[config.mk]
export PLATFORM = sky130hd
export DESIGN_NAME = ps2_mouse_packet_wheel_decoder_core
export DESIGN_NICKNAME = d
export VERILOG_FILES = /design/src/hdl/ps2mwd_pkg.sv /design/src/hdl/ps2mwd_frame.sv /design/src/hdl/ps2_mouse_packet_wheel_decoder_core.sv
export SDC_FILE = /design/constraint.sdc
export NUM_CORES = 1
export LEC_CHECK = 0
export BUFFER_PORTS_ARGS = -buffer_cell sky130_fd_sc_hd__buf_2
export CAP_MARGIN = 40
export CORE_UTILIZATION = 45
export CTS_CLUSTER_DIAMETER = 120
export CTS_CLUSTER_SIZE = 28
export DETAILED_ROUTE_END_ITERATION = 16
export GPL_TIMING_DRIVEN = 0
export HOLD_SLACK_MARGIN = 0.12
export PLACE_DENSITY = 0.74
export REMOVE_ABC_BUFFERS = 1
export SLEW_MARGIN = 25
export SYNTH_ARGS = -nofsm -noshare
export SYNTH_HDL_FRONTEND = slang
export SYNTH_SLANG_ARGS = --single-unit
[constraint.sdc]
create_clock -name clk -period 7.4 [get_ports clk]
set_input_delay 2.22 -clock clk [delete_from_list [all_inputs] [get_ports clk]]
set_output_delay 2.22 -clock clk [all_outputs]
set_load 0.05 [all_outputs]
[src/hdl/ps2mwd_pkg.sv]
// shared types and constants for the ps2 mouse packet and wheel decoder
// no dependencies

package ps2mwd_pkg;

  localparam int BYTE_W  = 8;
  localparam int DELTA_W = 4;
  localparam int ACC_W   = 32;
  localparam int SYNC_BIT = 3;
  localparam int OUT_TDATA_W = 104;

  typedef enum logic [1:0] {
    SCROLL_NONE = 2'd0,
    SCROLL_DOWN = 2'd1,
    SCROLL_UP   = 2'd2
  } scroll_t;

  typedef struct packed {
    logic [ACC_W-1:0]          wheel_event_count;
    logic [ACC_W-1:0]          packet_count;
    logic signed [ACC_W-1:0]   wheel_total;
    logic signed [DELTA_W-1:0] wheel_delta;
    scroll_t                   scroll_action;
  } result_t;

endpackage

[src/hdl/ps2mwd_frame.sv]
// packet framing state, wheel decode and running counters
// depends on ps2mwd_pkg

module ps2mwd_frame (
  input  logic                       clk,
  input  logic                       rst_n,
  input  logic                       step,
  input  logic [ps2mwd_pkg::BYTE_W-1:0] rx_byte,
  input  logic                       wheel_en,
  output logic                       res_vld,
  output ps2mwd_pkg::result_t        res
);
  import ps2mwd_pkg::*;

  logic [1:0]              byte_index_r, byte_index_nxt;
  logic [BYTE_W-1:0]       first_byte_r, first_byte_nxt;
  logic [ACC_W-1:0]        position_r, position_nxt;
  logic [ACC_W-1:0]        packets_r, packets_nxt;
  logic [ACC_W-1:0]        events_r, events_nxt;

  logic              drop;
  logic [BYTE_W-1:0] fb;
  logic [2:0]        count;
  logic [2:0]        size;
  logic              wheel_act;
  logic [DELTA_W-1:0] delta;
  logic              nz;
  logic [ACC_W-1:0]  ext;

  always_comb begin
    drop      = (byte_index_r == 2'd0) && !rx_byte[SYNC_BIT];
    fb        = (byte_index_r == 2'd0) ? rx_byte : first_byte_r;
    count     = {1'b0, byte_index_r} + 3'd1;
    size      = wheel_en ? 3'd4 : 3'd3;
    res_vld   = !drop && (count >= size);
    wheel_act = res_vld && wheel_en && fb[SYNC_BIT];
    delta     = wheel_act ? rx_byte[DELTA_W-1:0] : '0;
    nz        = (delta != '0);
    ext       = {{(ACC_W-DELTA_W){delta[DELTA_W-1]}}, delta};

    byte_index_nxt = byte_index_r;
    first_byte_nxt = first_byte_r;
    position_nxt   = position_r;
    packets_nxt    = packets_r;
    events_nxt     = events_r;
    if (step && !drop) begin
      first_byte_nxt = fb;
      if (res_vld) begin
        byte_index_nxt = 2'd0;
        packets_nxt    = packets_r + 32'd1;
        if (nz) begin
          position_nxt = position_r + ext;
          events_nxt   = events_r + 32'd1;
        end
      end else begin
        byte_index_nxt = count[1:0];
      end
    end

    res.scroll_action     = nz ? (delta[DELTA_W-1] ? SCROLL_UP : SCROLL_DOWN) : SCROLL_NONE;
    res.wheel_delta       = delta;
    res.wheel_total       = nz ? (position_r + ext) : position_r;
    res.packet_count      = packets_r + 32'd1;
    res.wheel_event_count = nz ? (events_r + 32'd1) : events_r;
  end

  always_ff @(posedge clk) begin
    if (!rst_n) begin
      byte_index_r <= 2'd0;
      first_byte_r <= '0;
      position_r   <= '0;
      packets_r    <= '0;
      events_r     <= '0;
    end else begin
      byte_index_r <= byte_index_nxt;
      first_byte_r <= first_byte_nxt;
      position_r   <= position_nxt;
      packets_r    <= packets_nxt;
      events_r     <= events_nxt;
    end
  end

  a_pkt_inc: assert property (@(posedge clk) disable iff (!rst_n)
    step && res_vld |=> packets_r == $past(packets_r) + 32'd1)
    else $error("packet count did not advance");

  a_pos_hold: assert property (@(posedge clk) disable iff (!rst_n)
    step && !nz |=> $stable(position_r) && $stable(events_r))
    else $error("wheel state moved without wheel movement");

  a_no_wheel: assert property (@(posedge clk) disable iff (!rst_n)
    !wheel_en |-> res.scroll_action == SCROLL_NONE && res.wheel_delta == '0)
    else $error("scroll reported in three-byte mode");

  a_drop_idle: assert property (@(posedge clk) disable iff (!rst_n)
    step && drop |=> byte_index_r == 2'd0 && $stable(packets_r))
    else $error("unsynchronized byte changed framing");

endmodule

[src/hdl/ps2_mouse_packet_wheel_decoder_core.sv]
// top level of the ps2 mouse packet and wheel decoder
// depends on ps2mwd_pkg and ps2mwd_frame

// Takes one received mouse byte per request and returns one result per completed
// packet (three bytes, or four with wheel mode set through cfg_we and cfg_wdata).
// A byte is accepted every cycle, except while a packet-ending byte waits behind a
// result held on out_tready. Each result passes the input register and then the
// result register before it is offered. Bytes that end no packet give no result.
// No clearing pass is needed after reset.

module ps2_mouse_packet_wheel_decoder_core (
  input  logic         clk,
  input  logic         rst_n,
  input  logic         cfg_we,
  input  logic         cfg_wdata,       // wheel_enabled
  input  logic         in_tvalid,
  output logic         in_tready,
  input  logic [7:0]   in_tdata,        // rx_byte
  output logic         out_tvalid,
  input  logic         out_tready,
  output logic [ps2mwd_pkg::OUT_TDATA_W-1:0] out_tdata
                                        // scroll_action, wheel_delta, wheel_total,
                                        // packet_count, wheel_event_count, zero pad
);
  import ps2mwd_pkg::*;

  logic              wheel_en_r;
  logic              s1_vld_r, s1_vld_nxt;
  logic [BYTE_W-1:0] s1_byte_r;
  logic              out_vld_r, out_vld_nxt;
  result_t           out_res_r;

  logic    adv;
  logic    res_vld;
  result_t res;

  ps2mwd_frame u_frame (
    .clk      (clk),
    .rst_n    (rst_n),
    .step     (adv),
    .rx_byte  (s1_byte_r),
    .wheel_en (wheel_en_r),
    .res_vld  (res_vld),
    .res      (res)
  );

  always_comb begin
    adv         = s1_vld_r && (!res_vld || !out_vld_r || out_tready);
    in_tready   = !s1_vld_r || adv;
    s1_vld_nxt  = in_tready ? in_tvalid : s1_vld_r;
    out_vld_nxt = (adv && res_vld) ? 1'b1 : (out_tready ? 1'b0 : out_vld_r);
  end

  always_ff @(posedge clk) begin
    if (!rst_n) begin
      wheel_en_r <= 1'b0;
      s1_vld_r   <= 1'b0;
      out_vld_r  <= 1'b0;
    end else begin
      if (cfg_we) begin
        wheel_en_r <= cfg_wdata;
      end
      s1_vld_r  <= s1_vld_nxt;
      out_vld_r <= out_vld_nxt;
    end
  end

  always_ff @(posedge clk) begin
    if (in_tready && in_tvalid) begin
      s1_byte_r <= in_tdata;
    end
    if (adv && res_vld) begin
      out_res_r <= res;
    end
  end

  assign out_tvalid = out_vld_r;
  assign out_tdata  = {2'b00, out_res_r};

endmodule
Word level (Yosys, flattened, before mapping)
Index checks and enable logic that the tools add are counted.
{"block": "op_classes", "addsub": 4, "mul": 0, "div_mod_pow": 0, "order_cmp": 1, "eq_ne": 0, "shift": 0, "muxes": 9, "n_bitwise": 0, "n_reduce_logical": 21}
{"op": "$add A32 B1 Y32 const B", "count": 2}
{"op": "$mux W32", "count": 2}
{"op": "$add A32 B32 Y32", "count": 1}
{"op": "$logic_and A1 B1 Y1", "count": 8}
{"op": "$mux W4", "count": 2}
{"op": "$logic_not A1 Y1", "count": 5}
{"op": "$mux W2", "count": 2}
{"op": "$reduce_and A2 Y1", "count": 2}
{"op": "$reduce_bool A4 Y1", "count": 1}
{"op": "$add A2 B1 Y3 const B", "count": 1}
{"op": "$ge A3 B3 Y1", "count": 1}
{"op": "$logic_or A1 B1 Y1", "count": 3}
{"op": "$mux W3", "count": 1}
{"op": "$logic_not A2 Y1", "count": 1}
{"op": "$mux W1", "count": 2}
{"op": "$reduce_bool A2 Y1", "count": 1}
{"block": "word_totals", "ff_bits": 211, "latchBits": 0, "ramBits": 0, "romBits": 0, "input_bits": 14, "output_inout_bits": 106, "elab_cells": 50, "memories": 0}

Logic depth before layout (Yosys ltp)
Gate-level depths: netlist of run 1.
{"block": "logic_depth", "word_depth": 10, "ltp_mapped": 18, "depth_no_buf": 16}

Cells and area by module
From an unflattened synthesis of run 1, not the netlist that was laid out.
{"block": "unflattened", "hier_cells": 1095, "hier_area_um2": 10859.2}
{"module": "ps2mwd_frame", "n_inst": 1, "cells_per_inst": 967, "area_each_um2": 7383.3, "seq_area_each_um2": 1981.9}
{"module": "ps2_mouse_packet_wheel_decoder_core", "n_inst": 1, "cells_per_inst": 128, "area_each_um2": 3475.8, "seq_area_each_um2": 3363.2}

Least setup slack after synthesis of run 1
No wires, ideal clock.
{"block": "synth_path", "kind": "input-to-reg", "start": "input out_tready", "end": "register out_res_r (netlist bit out_tdata[0]), enable pin", "setup_ps": 506, "arrival_time_ps": 5876, "required_time_ps": 6894, "slack_ps": 1018, "stages": 6, "n_path_buf": 2, "path_cell_list": "nor2b_1 nor2_1 nand2_1 inv_1 clkbuf_1 clkbuf_1"}
{"block": "synth_between", "elab_chain_cells": 3}
{"element": "from (decl)", "line": "ps2_mouse_packet_wheel_decoder_core.sv:20", "source": "input logic out_tready,"}
{"element": "$logic_or A1 B1 Y1", "line": "ps2_mouse_packet_wheel_decoder_core.sv:48", "source": "adv = s1_vld_r && (!res_vld || !out_vld_r || out_tready);"}
{"element": "$logic_and A1 B1 Y1", "line": "ps2_mouse_packet_wheel_decoder_core.sv:48"}
{"element": "$logic_and A1 B1 Y1", "line": "ps2_mouse_packet_wheel_decoder_core.sv:72", "source": "if (adv && res_vld) begin"}
{"element": "to (signal assigned)", "line": "ps2_mouse_packet_wheel_decoder_core.sv:73", "source": "out_res_r <= res;"}
{"element": "to (decl)", "line": "ps2_mouse_packet_wheel_decoder_core.sv:31", "source": "result_t out_res_r;"}
Every way passes these cells.
A chain may end at the register's enable or synchronous reset.

Worst setup path after layout of run 1
{"block": "layout_path", "start": "input out_tready", "end": "output in_tready"}
{"block": "layout_between", "elab_chain_cells": 3}
{"element": "$logic_or A1 B1 Y1", "line": "ps2_mouse_packet_wheel_decoder_core.sv:48"}
{"element": "$logic_and A1 B1 Y1", "line": "ps2_mouse_packet_wheel_decoder_core.sv:48"}
{"element": "$logic_or A1 B1 Y1", "line": "ps2_mouse_packet_wheel_decoder_core.sv:49", "source": "in_tready = !s1_vld_r || adv;"}
{"element": "to (decl)", "line": "ps2_mouse_packet_wheel_decoder_core.sv:17", "source": "output logic in_tready,"}
Every way passes these cells.

==> results of run 1 <==
-- cells by family (layout without fill, tap and decap cells) --
family,Yosys count,count (layout),synth area share
other,1,2,0.000354
buffers and inverters,80,165,0.0319
AO/OA/AOI/OAI,177,177,0.110
multiplexers,7,7,0.00708
flip-flops,208,208,0.493
adder cells (fa/ha/maj),39,39,0.0467
AND/OR/NAND/NOR,450,450,0.200
XOR/XNOR,135,135,0.111
-- layer usage --
| metal | vias to the layer above | part of all wire | track usage |
|---|---|---|---|
| li1 | 3985 | - | - |
| met2 | 181 | 0.46 | 0.296 |
| met4 | 0 | 0.017 | 0.0458 |
| met1 | 3660 | 0.48 | 0.244 |
| met3 | 28 | 0.045 | 0.0223 |
| met5 | - | 0 | 0 |
-- power by group --
group          leakage, nW  switching [mW]  internal, mW
clock                0.148           0.362         0.284
sequential            1.99         0.00613          1.21
combinational         2.80          0.0594        0.0235
total                 4.94           0.427          1.52
-- sequential cells by signal, indices dropped and copies added (netlist names), 2 cells and up --
register and flops:
out_tdata 102, s1_byte_r 4, u_frame.byte_index_r 2, u_frame.events_r 32, u_frame.packets_r 32, u_frame.position_r 32
-- per-stage QoR --
step                std cells  setup TNS, ps  utilization  total power [mW]  instance area (µm²)
finish                   1496              0        0.517              1.95                11800
global placement         1473        -152740        0.496              1.32                11300
floorplan                1047              0            -              1.30                10400
global route             1496              0        0.517              2.03                11800
CTS                      1496              0        0.517              1.98                11800
detailed placement       1480              0        0.503              1.33                11500
-- cell usage in the layout (no fill, tap or decap), types with 3 or more instances in the layout --
| cell | netlist | routed |
|---|---|---|
| buf_2 | 5 | 113 |
| ha_1 | 38 | 38 |
| xnor2_1 | 79 | 79 |
| clkbuf_16 | 0 | 11 |
| mux2i_1 | 3 | 3 |
| nand4_1 | 24 | 24 |
| and3_1 | 15 | 15 |
| or2_1 | 3 | 3 |
| and4_1 | 4 | 4 |
| a211o_1 | 4 | 4 |
| a21o_1 | 21 | 21 |
| a211oi_1 | 5 | 5 |
| and2_1 | 9 | 9 |
| dfxtp_1 | 102 | 102 |
| o21a_1 | 5 | 5 |
| nand2_1 | 127 | 126 |
| mux2_2 | 4 | 4 |
| nor3_1 | 38 | 37 |
| nand3_1 | 54 | 53 |
| edfxtp_1 | 106 | 106 |
| clkbuf_1 | 37 | 4 |
| o21ai_1 | 7 | 7 |
| nand2b_1 | 8 | 8 |
| or3_1 | 18 | 18 |
| inv_1 | 28 | 26 |
| a21oi_1 | 53 | 53 |
| nor2_1 | 134 | 133 |
| o21ai_0 | 50 | 50 |
| xor2_1 | 56 | 56 |
| nor2b_1 | 4 | 4 |
-- path summary, 6_finish.rpt --
path | from | end | slack (ps) | depth (start not counted)
max | out_tready | in_tready | 2040 | 6
min reg2reg | u_frame.first_byte_r[3] | u_frame.first_byte_r[3] | 480 | 1
max reg2reg | u_frame.byte_index_r[0] | out_tdata[26] | 2420 | 16
min | u_frame.first_byte_r[3] | u_frame.first_byte_r[3] | 480 | 1
-- area by class of cell --
class	instances	area (µm²)
timing repair buffer	120	691
inverter	29	119
fill	2091	11000
clock buffer	15	290
multi-input combinational	810	5070
tap	313	392
sequential	208	5230
clock inverter	1	16.3
-- critical path, stage by stage --
cell and delay [ps]:
buf_2 100, nor2b_1 220, nand2_1 110, nor2_1 220
inv_1 60, buf_2 210
==> results by group, run 1 <==
Status
  • Status: finished, final reports clean

Logic synthesis
  • Most instantiated library cell after synthesis: nor2_1
  • Post-synth ARST share: 0
  • Cell variety after synth: 68
  • Synth warn: 0
  • Syn avg cell area: 9.67 µm²
  • Synth area leaders: edfxtp_1 (30%), dfxtp_1 (19%), xnor2_1 (6.5%)
  • Cell taking the most area after synthesis: edfxtp_1
  • Synth Register Bits: 208
  • EDFF count, synth: 106
  • Post-synth top cells: nor2_1 (134), nand2_1 (127), edfxtp_1 (106)
  • Synth Instances: 1097
  • Sequential area share after synthesis: 0.493
  • Post-synth top flop: edfxtp_1
  • Post-Syn Area: 10600 µm²
  • Synth top area share: 0.300

STA
  • Final hold slack: 481 ps
  • Clk_skew: 33.7 ps
  • Final Cycle Share: 0.724
  • Final hold violations: 0
  • Tmin final: 5360 ps
  • Fmax: 187 MHz
  • Worst-Margin Slew: 748 ps
  • Relative slew margins: 0.501
  • Unrepaired setup endpoints after global routing: false
  • Final setup margin: 2040 ps
  • Final Slew Violations: 0
  • Final setup fails: 0

Pwr
  • Leak Pwr: 4.94 nW
  • Peak supply drop: 0.104 mV
  • Pwr per Cell Area: 165 nW/µm²

Worst setup path
  • Largest fanout on the critical path: 3
  • CP Class: primary input to primary output
  • Worst Setup End Kind: primary output
  • CP Launch Type: primary input
  • CP required: 5180 ps
  • WP data arrival: 3140 ps

Drt
  • Final ANT Viol Nets: 0
  • Total Wirelength: 21.1 mm
  • Pre-antenna DRT Iters: 6
  • Routed vias/inst: 5.25
  • Via count: 7854
  • Initial DRC count: 269
  • DRC: 0
  • Wire per inst: 14.1 µm

Floorplan
  • I/O pin cnt: 120
  • Width of the die: 156 µm
  • Core area: 22800 µm²
  • Row cnt: 55
  • Die Ht: 156 µm
  • Initial core utilization: 0.464
  • Die Footprint: 24200 µm²

Clocking
  • Root Buffer: clkbuf_16
  • H-tree Lvls: 1
  • CTS Buffer Depth: 3
  • Num Clock Sinks: 208
  • CTS resizes: 0
  • CTS tree: built
  • Clock-pin slew on the worst setup and hold paths: 100 ps
  • Hold_buf cts: 0
  • Setup Fix Bufs, Post-CTS: 0
  • Worst skew pair latency: 480 ps
  • TritonCTS Buffers: 11

Global route
  • Total GRT Usage: 0.177
  • Gr ovfl total: 0
  • First-pass GRT wire length: 35.1 mm
  • Vias in the first global route: 7247
  • Initial antenna violation count: 0
  • Largest net degree at the start of global routing: 75

Placement
  • Dpl hpwl: 14.4 mm
  • IO Port Bufs: 113
  • Post-place setup slack: 2020 ps
  • Placer Congestion: 0.863

Hold path
  • Hold Path Class: flip-flop to flip-flop

Layout
  • Share of layout cells above drive strength 1: 0.137
  • Area growth syn-to-layout: 11.3%
  • Antenna Cells: 0
  • Nets: 1233

Job
  • Max cap viols: 0
No activity file was read; power rests on OpenSTA's default activity.
==> run 2, diff against run 1 <==
--- a/config.mk
+++ b/config.mk
@@ -13,7 +13,7 @@
 export DETAILED_ROUTE_END_ITERATION = 16
 export GPL_TIMING_DRIVEN = 0
 export HOLD_SLACK_MARGIN = 0.12
-export PLACE_DENSITY = 0.74
+export PLACE_DENSITY = 0.76
 export REMOVE_ABC_BUFFERS = 1
 export SLEW_MARGIN = 25
 export SYNTH_ARGS = -nofsm -noshare
==> constraint.sdc (replaced) <==
create_clock -name clk -period 4.5 [get_ports clk]
set_input_delay 1.35 -clock clk [delete_from_list [all_inputs] [get_ports clk]]
set_output_delay 1.35 -clock clk [all_outputs]
set_load 0.05 [all_outputs]
==> results by group, run 2 (same netlist as run 1, synthesis figures left out) <==
Drt
  • Pre-antenna DRT Iters: 5 (-1)
  • DRC: 0 (unchanged)
  • Routed vias/inst: 5.29 (+0.80%)
  • Initial DRC count: 392 (+46%)
  • Via count: 7938 (+1.1%)
  • Wire per inst: 14.5 µm (+3.1%)
  • Final ANT Viol Nets: 0 (unchanged)
  • Total Wirelength: 21.8 mm (+3.4%)

Worst setup path
  • WP data arrival: 4550 ps (+1410 ps)
  • CP Class: flip-flop to flip-flop
  • CP Capture Point: out_tdata[34]
  • CP Launch Type: flip-flop
  • Worst Setup End Kind: flip-flop
  • Largest fanout on the critical path: 9 (+6)
  • R2r worst-path depth: 16 (unchanged)
  • CP required: 4710 ps (-470 ps)
  • Critical R2R Launch: u_frame.byte_index_r[0]
  • Crit path from: u_frame.byte_index_r[0]
  • R2r endpoint: out_tdata[34]
  • Reg2Reg Setup Slack: 160 ps (-2260 ps)

STA
  • Fmax: 230 MHz
  • Clk_skew: 21.1 ps (-12.6 ps)
  • Final Cycle Share: 0.964
  • Final setup fails: 0 (unchanged)
  • Unrepaired setup endpoints after global routing: true
  • Relative slew margins: 0.487 (-0.0137)
  • Final Slew Violations: 0 (unchanged)
  • Worst-Margin Slew: 769 ps (+20.5 ps)
  • Final hold violations: 0 (unchanged)
  • Tmin final: 4340 ps

Hold path
  • Hold Path Class: flip-flop to flip-flop
  • Hold path depth: 2 (+1)

Global route
  • Initial antenna violation count: 0 (unchanged)
  • Total GRT Usage: 0.177 (about the same)
  • First-pass GRT wire length: 35.2 mm (about the same)
  • Largest net degree at the start of global routing: 115 (+53%)
  • Gr ovfl total: 0 (unchanged)
  • Vias in the first global route: 7290 (+0.59%)

Floorplan
  • I/O pin cnt: 120 (unchanged)
  • Core area: 22800 µm² (unchanged)
  • Initial core utilization: 0.464 (unchanged)
  • Die Ht: 156 µm (unchanged)
  • Row cnt: 55 (unchanged)
  • Die Footprint: 24200 µm² (unchanged)
  • Width of the die: 156 µm (unchanged)

Pwr
  • Net Sw Power: 703 µW (+65%)
  • Clock Power Share: 0.332 (about the same)
  • Total power: 3.21 mW (+65%)
  • Pwr per Cell Area: 267 nW/µm² (+62%)
  • Gate power share: 0.044 (about the same)
  • Internal power: 2.50 mW (+65%)
  • Leak Pwr: 4.98 nW (+0.83%)
  • Sequential Power Share: 0.625 (about the same)
  • Switching Fraction: 0.219 (-0.000223)
  • Peak supply drop: 0.222 mV (+110%)

Placement
  • Placer Congestion: 0.898 (+4.0%)
  • Placed cells: 1480 (unchanged)
  • Area after DPL: 11500 µm² (about the same)
  • Dpl hpwl: 14.6 mm (+1.0%)
  • IO Port Bufs: 113 (unchanged)

Clocking
  • Root Buffer: clkbuf_16
  • TritonCTS Buffers: 11 (unchanged)
  • CTS tree: built
  • Clock-pin slew on the worst setup and hold paths: 110 ps (about the same)
  • H-tree Lvls: 1 (unchanged)
  • CTS Buffer Depth: 3 (unchanged)
  • Worst skew pair latency: 470 ps (about the same)
  • Num Clock Sinks: 208 (unchanged)

Layout
  • Commonest non-fill, non-tap cells in the layout: nor2_1 (133), nand2_1 (126), buf_2 (113), edfxtp_1 (106), dfxtp_1 (102)
  • Max reg flops: 102 (unchanged)
  • Post-route non-filler standard cell count: 1500 (+0.27%)
  • Antenna Cells: 0 (unchanged)
  • Design Area, Final: 12000 µm² (+1.6%)
  • Commonest non-fill, non-tap cell in the layout: nor2_1
  • Share of layout cells above drive strength 1: 0.153 (+0.0164)
  • Nets: 1236 (+0.24%)
  • Area growth syn-to-layout: 13.1%

Status
  • Status: finished, final reports clean

Job
  • Max cap viols: 0 (unchanged)
## run 2: cell types whose count changed in the layout (fill, tap and decap cells not counted), sizes merged
cell    previous run  this run
buf              120       122
clkbuf            15        16
bufinv             0         1
## run 2: through the flow
step | hold slack [ps] | utilization | TNS, ps | setup slack (ps)
4_1_cts | 477 | 0.518 | -9.65 | -9.12
5_1_grt | 507 | 0.525 | -93.9 | -43.4
3_5_place_dp | 464 | 0.503 | -4090 | -439
2_1_floorplan | 437 | - | -138680 | -1690
6_report | 478 | 0.525 | 0 | 160
3_3_place_gp | 444 | 0.496 | -475220 | -4080
## run 2: layout make-up
cell class	count	area, µm²
Timing Repair Buffer	122	706
Clock buffer	16	294
Tap cell	313	392
Sequential cell	208	5230
Multi-Input combinational cell	810	5200
Fill cell	2059	10900
Timing Repair inverter	1	8.76
Clock inverter	1	16.3
Inverter	29	145
## run 2: power groups by stage
stage          registers (mW)  clock network [mW]  logic, mW
2_1_floorplan            2.06                   0     0.0796
6_report                 2.00                1.06      0.140
4_1_cts                  2.00                1.10      0.138
3_3_place_gp             2.05                   0      0.125
5_1_grt                  2.01                1.17      0.153
3_5_place_dp             2.05                   0      0.136
## run 2: worst min-delay path by stage
stage | start | end
floorplan | u_frame.first_byte_r[3] | u_frame.first_byte_r[3]
global placement | u_frame.first_byte_r[3] | u_frame.first_byte_r[3]
detailed placement | u_frame.position_r[28] | u_frame.position_r[28]
CTS | u_frame.position_r[28] | u_frame.position_r[28]
global route | u_frame.position_r[21] | u_frame.position_r[21]
finish | u_frame.position_r[28] | u_frame.position_r[28]
## run 2: repair_timing
item	CTS	global route
buffers inserted	0	2
setup endpoints to repair	27	17
hold buffers	0	0
gates cloned	0	1
pin swaps	0	4
resized for setup	7	24
## run 2: critical path, stage by stage, from the launching register on
cell and delay [ps]:
dfxtp_1 390, inv_1 80, ha_1 320, ha_1 280
a21o_1 170, a21o_2 290, and3_1 210, ha_1 240
fa_1 420, a21o_1 230, a31o_1 310, a21oi_4 190
o2111ai_4 190, a41oi_2 210, o311a_1 250, xor2_1 180
o21ai_1 110
## run 2: per-layer routing
metal / wire, µm / GRT usage
met1: 10200 / 0.239
met2: 10200 / 0.298
met3: 886 / 0.0220
met4: 495 / 0.0528
met5: 0 / 0
